<file path="src/rtl/oets_pkg.sv">
// shared constants and types of the odd-even transposition sorter
// no dependencies; imported by oets_row, oets_ctrl and the top level
package oets_pkg;

   localparam int MAX_ELEMENTS = 64;
   localparam int VALUE_W      = 32;
   localparam int DIGIT_W      = 8;
   localparam int NUM_DIGITS   = VALUE_W / DIGIT_W;
   localparam int DIGIT_CNT_W  = $clog2(NUM_DIGITS);
   localparam int COUNT_W      = $clog2(MAX_ELEMENTS + 1);

   // values are held in offset binary so that digits compare unsigned
   localparam logic [VALUE_W-1:0] SIGN_FLIP = {1'b1, {(VALUE_W-1){1'b0}}};

   typedef enum logic [2:0] {
      ST_LOAD = 3'b001,
      ST_SORT = 3'b010,
      ST_EMIT = 3'b100
   } state_type;

   typedef struct packed {
      logic load;
      logic emit;
      logic rotate;
      logic first_digit;
      logic last_digit;
      logic odd_phase;
   } row_cmd_type;

endpackage

</file>
<file path="src/rtl/oets_ctrl.sv">
// sequencer of the sorter: load, digit-serial sort phases, emit
// drives the cell row through a command struct; uses oets_pkg
module oets_ctrl (
   input  logic                  clock,
   input  logic                  reset,
   input  logic                  req_valid,
   input  logic                  req_last,
   output logic                  req_ready,
   output logic                  rsp_valid,
   input  logic                  rsp_ready,
   input  logic                  rsp_last,
   output oets_pkg::row_cmd_type cmd
);
   import oets_pkg::*;

   state_type              state_ff;
   state_type              state_in;
   logic [COUNT_W-1:0]     count_ff;
   logic [COUNT_W-1:0]     count_in;
   logic [COUNT_W-1:0]     phase_ff;
   logic [COUNT_W-1:0]     phase_in;
   logic [DIGIT_CNT_W-1:0] digit_ff;
   logic [DIGIT_CNT_W-1:0] digit_in;
   logic                   req_beat;
   logic                   rsp_beat;
   logic                   last_digit;

   assign req_ready  = (state_ff == ST_LOAD);
   assign rsp_valid  = (state_ff == ST_EMIT);
   assign req_beat   = req_valid & req_ready;
   assign rsp_beat   = rsp_valid & rsp_ready;
   assign last_digit = (digit_ff == DIGIT_CNT_W'(NUM_DIGITS - 1));

   always_comb begin
      state_in = state_ff;
      count_in = count_ff;
      phase_in = phase_ff;
      digit_in = digit_ff;
      case (state_ff)
         ST_LOAD: begin
            if (req_beat) begin
               count_in = count_ff + COUNT_W'(1);
               if (req_last || count_ff == COUNT_W'(MAX_ELEMENTS - 1)) begin
                  state_in = ST_SORT;
                  phase_in = '0;
                  digit_in = '0;
               end
            end
         end
         ST_SORT: begin
            digit_in = digit_ff + DIGIT_CNT_W'(1);
            if (last_digit) begin
               // one phase per loaded element
               if (phase_ff == count_ff - COUNT_W'(1)) begin
                  state_in = ST_EMIT;
               end else begin
                  phase_in = phase_ff + COUNT_W'(1);
               end
            end
         end
         ST_EMIT: begin
            if (rsp_beat && rsp_last) begin
               state_in = ST_LOAD;
               count_in = '0;
            end
         end
         default: begin
            state_in = ST_LOAD;
            count_in = '0;
         end
      endcase
   end

   always_ff @(posedge clock) begin
      if (reset) begin
         state_ff <= ST_LOAD;
         count_ff <= '0;
         phase_ff <= '0;
         digit_ff <= '0;
      end else begin
         state_ff <= state_in;
         count_ff <= count_in;
         phase_ff <= phase_in;
         digit_ff <= digit_in;
      end
   end

   always_comb begin
      cmd             = '0;
      cmd.load        = req_beat;
      cmd.emit        = rsp_beat;
      cmd.rotate      = (state_ff == ST_SORT);
      cmd.first_digit = (digit_ff == '0);
      cmd.last_digit  = last_digit;
      cmd.odd_phase   = phase_ff[0];
   end

endmodule

</file>
<file path="config.mk">
export PLATFORM = sky130hd
export DESIGN_NAME = oets_ctrl
export DESIGN_NICKNAME = d
export VERILOG_FILES = /design/src/rtl/oets_pkg.sv /design/src/rtl/oets_ctrl.sv
export SDC_FILE = /design/constraint.sdc
export NUM_CORES = 1
export LEC_CHECK = 0
export ABC_CLOCK_PERIOD_IN_PS = 7300
export BUFFER_PORTS_ARGS = -buffer_cell sky130_fd_sc_hd__clkbuf_2
export CAP_MARGIN = 10
export CORE_ASPECT_RATIO = 1.4
export CORE_MARGIN = 4
export CORE_UTILIZATION = 45
export DETAILED_ROUTE_END_ITERATION = 8
export GPL_TIMING_DRIVEN = 0
export SLEW_MARGIN = 20
export SYNTH_ARGS = -nofsm -noshare
export SYNTH_HDL_FRONTEND = slang
export SYNTH_SLANG_ARGS = --single-unit
</file>
<file path="constraint.sdc">
create_clock -name clock -period 7.3 [get_ports clock]
set_clock_uncertainty 0.2 [all_clocks]
set_input_delay 0.365 -clock clock [delete_from_list [all_inputs] [get_ports clock]]
set_output_delay 0.365 -clock clock [all_outputs]
set_load 0.01 [all_outputs]
</file>
==> results of run 1 <==
[power by group]
part | leakage [nW] | switching (mW) | internal [mW] | total, mW
sequential | 0.154 | 0.00323 | 0.106 | 0.110
clock | 0.0228 | 0.0332 | 0.0388 | 0.0719
combinational | 0.376 | 0.0272 | 0.0199 | 0.0472
[per-stage QoR]
stage,utilization [%],hold WS [ps]
floorplan,-,270
global placement,50.4,288
detailed placement,50.4,313
CTS,52.0,211
global route,52.0,246
finish,52.0,210
[kinds of logic after synthesis]
| logic type | after synthesis | synth area share (%) |
|---|---|---|
| simple gates | 68 | 28.6 |
| fa+ha+maj | 5 | 4.72 |
| xor+xnor | 11 | 9.92 |
| buf+inv | 19 | 8.03 |
| compound gates | 36 | 17.8 |
| flops | 19 | 28.7 |
| mux | 3 | 2.27 |
[metal layers]
layer / global-route usage, % / vias to the layer above
li1: - / 603
met1: 21.4 / 563
met2: 33.0 / 18
met3: 2.26 / 4
met4: 6.25 / 0
met5: 0 / -
[cell usage in the layout (no fill, tap or decap), types with 4 or more instances in the layout]
cell type and count:
inv_1 10, a21oi_1 8, nor2_1 18, buf_4 5, nand2_1 13, ha_1 5
nand3_1 5, xnor2_1 6, or4_1 4, clkbuf_2 13, nor2b_1 4, nor3_1 5
o21ai_0 8, dfxtp_1 19
[area by class of cell]
cell class,count,area (um2),share of cell area (%)
inverter,10,37.5,2.53
clock buffer,4,45.0,3.04
buffer,9,68.8,4.65
timing repair buffer,13,65.1,4.39
multi-input combinational,123,838,56.6
sequential,19,380,25.7
tap,37,46.3,3.13
[flip-flops by register name, summed over array words and instances, names as in the netlist]
name / count
digit_ff: 2
count_ff: 7
phase_ff: 7
state_ff: 3
[worst min-delay path, stage by stage]
cell and delay [ps]:
clkbuf_2 120, nand3_1 80, a21oi_1 50
[worst max-delay path by stage]
| stage | startpoint | to | slack (ps) | cells past startpoint |
|---|---|---|---|---|
| after detailed placement | count_ff[1] | phase_ff[2] | 4650 | 7 |
| after floorplan | count_ff[0] | phase_ff[3] | 4940 | 10 |
| after global placement | count_ff[1] | phase_ff[2] | 4690 | 7 |
| after CTS | count_ff[1] | phase_ff[2] | 4610 | 7 |
| after global routing | count_ff[0] | phase_ff[4] | 4480 | 10 |
| final | count_ff[1] | phase_ff[2] | 4600 | 7 |
==> metrics.md, run 1 <==
| Metric | Value |
|---|---|
| DR DRC count | `0` |
| Total number of vias | `~1200` |
| Cts hold-fix bufs | `0` |
| TNS Setup | `0 ps` |
| Post-Place Setup Slack | `between 4000 and 5000 ps` |
| Max stage delay on crit path | `~520 ps` |
| Post-synthesis sequential area ratio | `between 20% and 30%` |
| First-pass GRT wire length | `approximately 5.4 mm` |
| Outcome | `complete, no violations` |
| Area delta synth->final | `11.8%` |
| GR Util All Layers | `18.3%` |
| CP required | `about 7300 ps` |
| FF+latch count, synth | `19` |
| Slew HR | `a little over half` |
| Clock sinks | `19` |
| Area leader, netlist | `dfxtp_1` |
| Buf/Inv on CP | `0` |
| Clock Pin Slew Worst Setup and Hold Paths | `about 70 ps` |
| Post-cts gate resize count | `0` |
| R2r setup slk | `roughly 4600 ps` |
| Hold crit path type | `in -> reg` |
| Tcrit/Tclk final | `a little under two fifths` |
| Hold EP | `state_ff[1]` |
| Met3 wire len | `approximately 94 um` |
| Cell chain of the critical path | `ha_1, nand3_1, o31ai_1, a21oi_1, or4_1, nor3b_2, mux2i_1` |
| Largest net degree at the start of global routing | `11` |
| CTS buffer count | `3` |
| Synthesized net count | `about 170` |
| Worst r2r src | `count_ff[1]` |
| Netlist cell types | `44` |
| Hold path startpoint | `req_valid` |
| Commonest cells in the netlist | `dfxtp_1 (19), nor2_1 (18), nand2_1 (13)` |
| Root buf cell | `clkbuf_8` |
| Number of flops mapped to enable cells by yosys | `0` |
| Top cells by area, synth | `dfxtp_1 (29%), nor2_1 (5.1%), ha_1 (4.7%)` |
| Worst reg2reg path depth | `7` |
| Initial DRT Pass Iterations | `4` |
| Die width | `53.9 um` |
| Count leader, synth | `dfxtp_1` |
| DP Area | `about 0.0014 mm2` |
| Crit path arrival time | `roughly 2700 ps` |
| Uppermost layer routed | `met4` |
| Vias in the first global route | `1204` |
| Drt wl/cell | `about 14 um` |
| Nature of the critical path startpoint | `register` |
| Initial antenna violation count | `0` |
| DP HPWL | `about 2.4 mm` |
| Detailed-route wire length | `a little under 3 mm` |
| CTS H-tree depth | `1` |
| Routed length on met2 | `about 1.7 mm` |
| # IOs | `14` |
| Power per cell area | `roughly 150 mW/mm2` |
| Synth Instances | `roughly 160` |
| Core area | `0.00285 mm2` |
| Via/cell ratio | `~5.5` |
| Placer's final routability congestion estimate | `slightly below 0.8` |
| WS Path Type | `reg -> reg` |
| Post-route insts no fill | `around 220` |
| Max-cap violations | `0` |
| Critical path's top delay family | `simple AND/OR/NAND/NOR gates` |
| First DRT Iteration DRCs | `34` |
| R2r endpoint | `phase_ff[2]` |
| Die height | `just over 70 um` |
| Clk Latency, worst-skew pair | `250 ps` |
| CP Capture Type | `register` |
| Final Max Tran Viols | `0` |
| Initial core utilization | `a little under half` |
| FP Rows | `23` |
| Ys Warns | `0` |
| Mapped Avg Cell Area | `roughly 8.2 um2` |
| # port buffers | `13` |
| Worst vdd ir | `84.0 uV` |
| N_diodes | `0` |
| Hold Crit Depth | `3` |
| Nets@finish | `190` |
| Layout fillers | `293` |
| Max Freq | `between 300 and 400 MHz` |
| Yosys top cell area share | `about 29%` |
| Setup ws final | `~4600 ps` |
| Asr flop ratio synth | `0%` |
| Layout cells sized above 1 | `around 16%` |
| Top_reg_cell synth | `dfxtp_1` |
| Overflow after GRT | `0` |
| Worst path slowest cell | `o31ai_1` |
| Final Hold Fails | `0` |
| Post-CTS setup repair buffer count | `0` |
| Leakage | `about 0.55 nW` |
| Post-synthesis cell area | `approximately 0.0013 mm2` |
| Antenna Nets Post-Route | `0` |
| Worst Path Max Fanout | `8` |
| Tightest Pin Transition | `just under 700 ps` |
| Final instance area | `~0.0015 mm2` |
| RSZ-0062 raised after global routing | `no` |
| Period minus WS final | `2700 ps` |
| Clock tree buffer depth | `2` |
| Die area | `just under 0.004 mm2` |
| Final Power | `~0.23 mW` |
| Post-Route M1 WL | `~1.2 mm` |
| Placed insts | `roughly 210` |
| Final setup fails | `0` |
| TritonCTS clock tree | `built` |
No activity file was read; power rests on OpenSTA's default activity.
==> run 2, diff against run 1 <==
--- a/config.mk
+++ b/config.mk
@@ -5,7 +5,8 @@
 export SDC_FILE = /design/constraint.sdc
 export NUM_CORES = 1
 export LEC_CHECK = 0
-export ABC_CLOCK_PERIOD_IN_PS = 7300
+export ABC_AREA = 1
+export ABC_CLOCK_PERIOD_IN_PS = 2350
 export BUFFER_PORTS_ARGS = -buffer_cell sky130_fd_sc_hd__clkbuf_2
 export CAP_MARGIN = 10
 export CORE_ASPECT_RATIO = 1.4
@@ -13,6 +14,7 @@
 export CORE_UTILIZATION = 45
 export DETAILED_ROUTE_END_ITERATION = 8
 export GPL_TIMING_DRIVEN = 0
+export PLACE_DENSITY = 0.66
 export SLEW_MARGIN = 20
 export SYNTH_ARGS = -nofsm -noshare
 export SYNTH_HDL_FRONTEND = slang
==> constraint.sdc (replaced) <==
create_clock -name clock -period 2.35 [get_ports clock]
set_clock_uncertainty 0.2 [all_clocks]
set_input_delay 0.1175 -clock clock [delete_from_list [all_inputs] [get_ports clock]]
set_output_delay 0.1175 -clock clock [all_outputs]
set_load 0.01 [all_outputs]
==> run 2 against run 1 <==
  * Clock power grew to 3.1 times the previous value
  * Global-route usage shrank 1.0 points
  * Hold slack lost 160 ps
  * Synthesized cell count grew 34%
  * Sequential cell count is the same
  * Utilization grew 1.3 points
  * Cell area grew 5.7%
  * Critical path type unchanged
  * Critical endpoint is now phase_ff[6]
  * Largest power group is now combinational cells
==> metrics.md, run 2 <==
| Metric | Value |
|---|---|
| Antenna Nets Post-Route | `0` |
| Final Max Tran Viols | `0` |
| Initial core utilization | `a little under half` |
| Clock Pin Slew Worst Setup and Hold Paths | `approximately 70 ps` |
| CP required | `2330 ps` |
| R2r setup slk | `roughly 240 ps` |
| Layout fillers | `roughly 320` |
| Leading cell type in the layout, fill and taps excluded | `nand2_1` |
| Xor and xnor area share after synthesis | `roughly 3.1%` |
| Largest net degree at the start of global routing | `11` |
| Die width | `55.1 um` |
| Hold path startpoint | `req_valid` |
| Cell chain of the critical path | `inv_2, ha_1, nand2_1, inv_1, nor2_1, nand2_1, nor2_1, nand3_1, nor2_2, nand2_4, nand2_4, nand2_1, a21oi_1` |
| Tightest Pin Transition | `a little under 500 ps` |
| Outcome | `complete, no violations` |
| Initial antenna violation count | `0` |
| Synth Instances | `between 200 and 250` |
| Hold Crit Depth | `5` |
| Max Freq | `between 400 and 500 MHz` |
| Max-cap violations | `0` |
| Worst r2r src | `count_ff[0]` |
| Largest regs | `count_ff (7), phase_ff (7), state_ff (3)` |
| Nature of the critical path startpoint | `register` |
| Total number of vias | `1297` |
| Most frequent cells in the layout | `nand2_1 (57), inv_1 (27), nor2_1 (21)` |
| Post-Route M1 WL | `about 1.3 mm` |
| TritonCTS clock tree | `built` |
| Routed length on met2 | `approximately 1.6 mm` |
| Clk Latency, worst-skew pair | `250 ps` |
| Area delta synth->final | `12.0%` |
| Buf/Inv on CP | `2` |
| End-of-flow core utilization | `between 50% and 60%` |
| Final setup fails | `0` |
| CP startpoint | `count_ff[0]` |
| Core area | `0.00294 mm2` |
| Yosys top cell area share | `27.2%` |
| Clock sinks | `19` |
| Worst path slowest cell | `dfxtp_2` |
| First DRT Iteration DRCs | `17` |
| Commonest cells in the netlist | `nand2_1 (57), inv_1 (27), nor2_1 (21)` |
| Worst Path Max Fanout | `9` |
| Hold EP | `count_ff[6]` |
| First-pass GRT wire length | `5.29 mm` |
| Overflow after GRT | `0` |
| Top cells by area, synth | `dfxtp_1 (27%), nand2_1 (15%), inv_1 (7.3%)` |
| Mapped Avg Cell Area | `~6.5 um2` |
| FF+latch count, synth | `19` |
| Root buf cell | `clkbuf_8` |
| Adder-cell area share of the yosys netlist | `4.48%` |
| Number of flops mapped to enable cells by yosys | `0` |
| Placer's final routability congestion estimate | `slightly below 0.8` |
| RSZ-0062 raised after global routing | `no` |
| Crit path arrival time | `approximately 2100 ps` |
| TNS Setup | `0 ps` |
| Uppermost layer routed | `met4` |
| Final Hold Fails | `0` |
| WS Path Type | `reg -> reg` |
| Post-synthesis sequential area ratio | `27.2%` |
| CP Capture Type | `register` |
| Largest family of logic cells by synthesized area | `simple AND/OR/NAND/NOR gates` |
| Netlist cell types | `28` |
| Synthesized net count | `about 230` |
| # port buffers | `13` |
| Critical path's top delay family | `simple AND/OR/NAND/NOR gates` |
| DP HPWL | `between 2 and 2.5 mm` |
| # IOs | `14` |
| Area leader, netlist | `dfxtp_1` |
| Final Power | `1.22 mW` |
| Power per cell area | `781 mW/mm2` |
| Nets@finish | `246` |
| Clock tree buffer depth | `2` |
| Slew HR | `roughly two thirds` |
| Period minus WS final | `between 2000 and 2500 ps` |
| Layout cells sized above 1 | `20.9%` |
| Worst reg2reg path depth | `13` |
| Asr flop ratio synth | `0%` |
| Leakage | `0.734 nW` |
| Simple-Gate Fraction of Synth Area | `42.4%` |
| N_diodes | `0` |
| Worst vdd ir | `approximately 680 uV` |
| Max stage delay on crit path | `around 370 ps` |
| FP Rows | `23` |
| GR Util All Layers | `between 10% and 20%` |
| Post-synthesis cell area | `0.00140 mm2` |
| Vias in the first global route | `between 1000 and 1500` |
| Via/cell ratio | `between 4 and 5` |
| Ys Warns | `0` |
| Count leader, synth | `nand2_1` |
| Detailed-route wire length | `2.91 mm` |
| Drt wl/cell | `between 10 and 15 um` |
| Top_reg_cell synth | `dfxtp_1` |
| R2r endpoint | `phase_ff[6]` |
| CTS buffer count | `3` |
| Met3 wire len | `between 50 and 60 um` |
| Die height | `73.9 um` |
| Tcrit/Tclk final | `between 80% and 90%` |
| CTS H-tree depth | `1` |
| Hold crit path type | `in -> reg` |
| CP dominant cell by count | `nand2_1` |
| Synth Area in Compound Gates | `a little over a tenth` |
| Die area | `approximately 0.004 mm2` |
| Initial DRT Pass Iterations | `4` |
| DR DRC count | `0` |
| Fraction of synthesized area in multiplexers | `0%` |
-- run 2: cell types whose count changed in the layout (fill, tap and decap cells not counted), moves of 4 or more --
cell and change:
inv_1 +17, nand2_1 +44, or4_1 -4, nor3_1 -4, nor2b_1 -4, inv_2 +8, a21oi_1 +11, xnor2_1 -4
nand2_2 +5, o21ai_0 -4, nand3_1 +12
-- run 2: power breakdown --
part	total, mW	switching [mW]	internal [mW]	leakage, nW
registers	0.392	0.0380	0.354	0.154
clock network	0.223	0.103	0.120	0.0228
logic	0.608	0.399	0.209	0.557
-- run 2: cells by family after synthesis --
family / after synthesis
AOI/OAI and AO/OA: 27
xor gates and xnor gates: 5
adders and majority gates: 5
buffers and inverters: 41
DFF: 19
and+or+nand+nor: 119
-- run 2: worst min-delay path, cell delays in order --
cell      delay [ps]
clkbuf_2          80
inv_1             70
nor2_1            80
nand2_1           70
a21oi_1           50
-- run 2: area by class of cell --
class | instances | area, um2 | share of cell area, %
repair buffers | 14 | 75.1 | 4.80
multi-input cells | 156 | 846 | 54.0
well taps | 37 | 46.3 | 2.96
plain buffers | 5 | 33.8 | 2.16
clock buffers | 4 | 45.0 | 2.88
flip-flops and latches | 19 | 382 | 24.4
inverters | 36 | 138 | 8.79
-- run 2: timing repair --
action | in CTS | in global routing
setup buffers | 0 | 0
hold endpoints to repair | 3 | 0
hold buffers | 1 | 0
resized for setup | 0 | 1
setup endpoints to repair | 0 | 4
-- run 2: worst max path at each step --
stage | cells past startpoint | slack (ps) | end
finish | 13 | 240 | phase_ff[6]
global route | 13 | 40 | phase_ff[6]
CTS | 13 | 160 | phase_ff[6]
detailed placement | 13 | 210 | phase_ff[6]
global placement | 13 | 210 | phase_ff[6]
floorplan | 13 | 460 | phase_ff[3]
-- run 2: layer usage --
| layer | track usage, % | vias up |
|---|---|---|
| li1 | - | 710 |
| met1 | 19.7 | 573 |
| met2 | 32.2 | 12 |
| met3 | 2.40 | 2 |
| met4 | 4.86 | 0 |
| met5 | 0 | - |
-- run 2: stage by stage --
stage               cells  hold slack, ps  area, um2  setup WS, ps
finish                271            52.1       1570           244
global route          271             104       1570          43.1
CTS                   271            51.1       1560           162
detailed placement    266             193       1510           209
global placement      266             193       1510           212
floorplan             216            13.4       1400           457
==> run 3, diff against run 2 <==
--- a/config.mk
+++ b/config.mk
@@ -7,14 +7,13 @@
 export LEC_CHECK = 0
 export ABC_AREA = 1
 export ABC_CLOCK_PERIOD_IN_PS = 2350
-export BUFFER_PORTS_ARGS = -buffer_cell sky130_fd_sc_hd__clkbuf_2
 export CAP_MARGIN = 10
 export CORE_ASPECT_RATIO = 1.4
 export CORE_MARGIN = 4
 export CORE_UTILIZATION = 45
 export DETAILED_ROUTE_END_ITERATION = 8
+export DONT_BUFFER_PORTS = 1
 export GPL_TIMING_DRIVEN = 0
-export PLACE_DENSITY = 0.66
 export SLEW_MARGIN = 20
 export SYNTH_ARGS = -nofsm -noshare
 export SYNTH_HDL_FRONTEND = slang
==> run 3 against run 2 <==
  * Count of clock-buffer cells in the layout did not move
  * Maximum frequency grew 2.0%
  * Global-route usage down 0.067 points
  * Via count decreased by 1.8%
  * Total power is 1.9% lower
  * Non-clock buffer count fell by 12
  * Routed wire length increased by 1.8%
  * Cell area down 3.5%
  * Die area is the same
  * Largest cell class unchanged
  * Highest routed layer unchanged
==> metrics.md, run 3 (synthesis results as in run 2) <==
| Metric | Value |
|---|---|
| Outcome | `complete, no violations` |
| WS Path Type | `reg -> reg` |
| Clock Pin Slew Worst Setup and Hold Paths | `70 ps` |
| Core area | `between 0.002 and 0.003 mm2` |
| Worst r2r src | `count_ff[1]` |
| Max-cap violations | `0` |
| Hold Crit Depth | `5` |
| Initial antenna violation count | `0` |
| Clock group share of total power | `18.7%` |
| Tcrit/Tclk final | `87.8%` |
| Die height | `around 74 um` |
| Worst Path Max Fanout | `9` |
| N_diodes | `0` |
| Leakage | `~0.7 nW` |
| Buf/Inv on CP | `2` |
| Detailed-route wire length | `slightly below 3 mm` |
| CTS H-tree depth | `1` |
| Overflow after GRT | `0` |
| First DRT Iteration DRCs | `29` |
| Tightest Pin Transition | `approximately 470 ps` |
| Worst reg2reg path depth | `13` |
| Initial core utilization | `between 40% and 50%` |
| Root buf cell | `clkbuf_8` |
| Final setup fails | `0` |
| RSZ-0062 raised after global routing | `no` |
| CP Capture Type | `register` |
| Die area | `roughly 0.0041 mm2` |
| Hold crit path type | `in -> reg` |
| FP Rows | `23` |
| Leading cell type in the layout, fill and taps excluded | `nand2_1` |
| TNS Setup | `0 ps` |
| Placer's final routability congestion estimate | `a little under 0.8` |
| Layout cells sized above 1 | `between 10% and 20%` |
| CP startpoint | `count_ff[1]` |
| R2r endpoint | `phase_ff[1]` |
| Via/cell ratio | `approximately 4.9` |
| Max stage delay on crit path | `390 ps` |
| TritonCTS clock tree | `built` |
| WHS | `between 7 and 8 ps` |
| Crit path arrival time | `just over 2000 ps` |
| CP required | `between 2000 and 2500 ps` |
| Final Max Tran Viols | `0` |
| Nature of the critical path startpoint | `register` |
| Most frequent cells in the layout | `nand2_1 (57), inv_1 (27), nor2_1 (21)` |
| Clock sinks | `19` |
| Part of the power in registers | `between 30% and 40%` |
| Critical path's top delay family | `simple AND/OR/NAND/NOR gates` |
| CP dominant cell by count | `nand2_1` |
| Vias in the first global route | `1201` |
| Max Freq | `between 400 and 500 MHz` |
| Setup ws final | `between 200 and 300 ps` |
| Hold EP | `state_ff[0]` |
| Post-Place Setup Slack | `~200 ps` |
| Largest net degree at the start of global routing | `11` |
| Worst path slowest cell | `dfxtp_1` |
| Cell chain of the critical path | `inv_1, ha_1, nand2_1, inv_1, nor2_1, nand2_1, nor2_1, nand3_1, nor2_2, nand2_4, nand2_4, nand2_1, a21oi_1` |
| Final instance area | `around 0.0015 mm2` |
| Psw | `around 0.53 mW` |
| GR Util All Layers | `between 15 and 20%` |
| Combinational group share of total power | `48.5%` |
| Final Hold Fails | `0` |
| R2r setup slk | `approximately 290 ps` |
| DP Area | `about 0.0014 mm2` |
| Initial DRT Pass Iterations | `4` |
| First-pass GRT wire length | `5.17 mm` |
| Period minus WS final | `roughly 2100 ps` |
| Clk Latency, worst-skew pair | `roughly 250 ps` |
| Largest regs | `count_ff (7), phase_ff (7), state_ff (3)` |
| # IOs | `14` |
| Hold path startpoint | `rsp_ready` |
| Drt wl/cell | `11.4 um` |
| DP HPWL | `between 2 and 2.5 mm` |
| Cell-internal power | `approximately 0.67 mW` |
| Total number of vias | `between 1000 and 1500` |
| Nets@finish | `~230` |
| Antenna Nets Post-Route | `0` |
| # port buffers | `0` |
| CTS buffer count | `3` |
| Net Sw Frac | `44.6%` |
| Area delta synth->final | `8.06%` |
| DR DRC count | `0` |
| Die width | `~55 um` |
| Clock tree buffer depth | `2` |
| Layout fillers | `314` |
| Slew HR | `between 60 and 70%` |
| Worst vdd ir | `~700 uV` |
| Power per cell area | `795 mW/mm2` |
-- run 3: worst reg2reg max path, cell delays in order, from the launching register on --
cell and delay [ps]:
dfxtp_1 390, inv_1 80, ha_1 310, nand2_1 80, inv_1 30, nor2_1 70, nand2_1 50, nor2_1 90
nand3_1 90, nor2_2 170, nand2_4 130, nand2_4 120, nand2_1 50, a21oi_1 120
-- run 3: per-layer routing --
layer / share of wire (%) / GRT usage [%]
met1: 42 / 20.0
met2: 53 / 29.9
met3: 3.3 / 3.41
met4: 1.9 / 7.30
met5: 0 / 0
-- run 3: how the worst max path moves through the flow --
stage | end | slack, ps | cells past startpoint
6_report | phase_ff[1] | 290 | 13
5_1_grt | phase_ff[6] | 40 | 13
4_1_cts | phase_ff[1] | 180 | 13
3_5_place_dp | phase_ff[1] | 200 | 13
3_3_place_gp | phase_ff[5] | 200 | 13
2_1_floorplan | phase_ff[3] | 460 | 13
-- run 3: metrics by stage --
stage / util (%) / power, mW / std cells
6_report: 51.4 / 1.20 / 259
5_1_grt: 51.4 / 1.30 / 259
4_1_cts: 51.4 / 1.21 / 259
3_5_place_dp: 49.2 / 0.983 / 253
3_3_place_gp: 49.2 / 0.968 / 253
2_1_floorplan: - / 0.880 / 216
-- run 3: repair_timing --
item | in CTS | in global routing
hold endpoints to repair | 11 | 0
hold buffers | 2 | 0
setup buffers | 0 | 0
resized for setup | 0 | 1
setup endpoints to repair | 0 | 3
-- run 3: layout make-up --
class                           count  area [um2]  share of cell area (%)
Timing Repair Buffer                2        20.0                    1.33
Tap cell                           37        46.3                    3.07
Sequential cell                    19         382                    25.3
Inverter                           36         138                    9.11
Buffer                              5        33.8                    2.24
Multi-Input combinational cell    156         846                    56.0
Clock buffer                        4        45.0                    2.98
-- run 3: power by group through the flow --
stage	logic (mW)	clock network, mW	registers, mW
2_1_floorplan	0.489	0	0.391
3_3_place_gp	0.571	0	0.397
3_5_place_dp	0.584	0	0.399
4_1_cts	0.589	0.233	0.392
5_1_grt	0.658	0.250	0.397
6_report	0.583	0.225	0.393
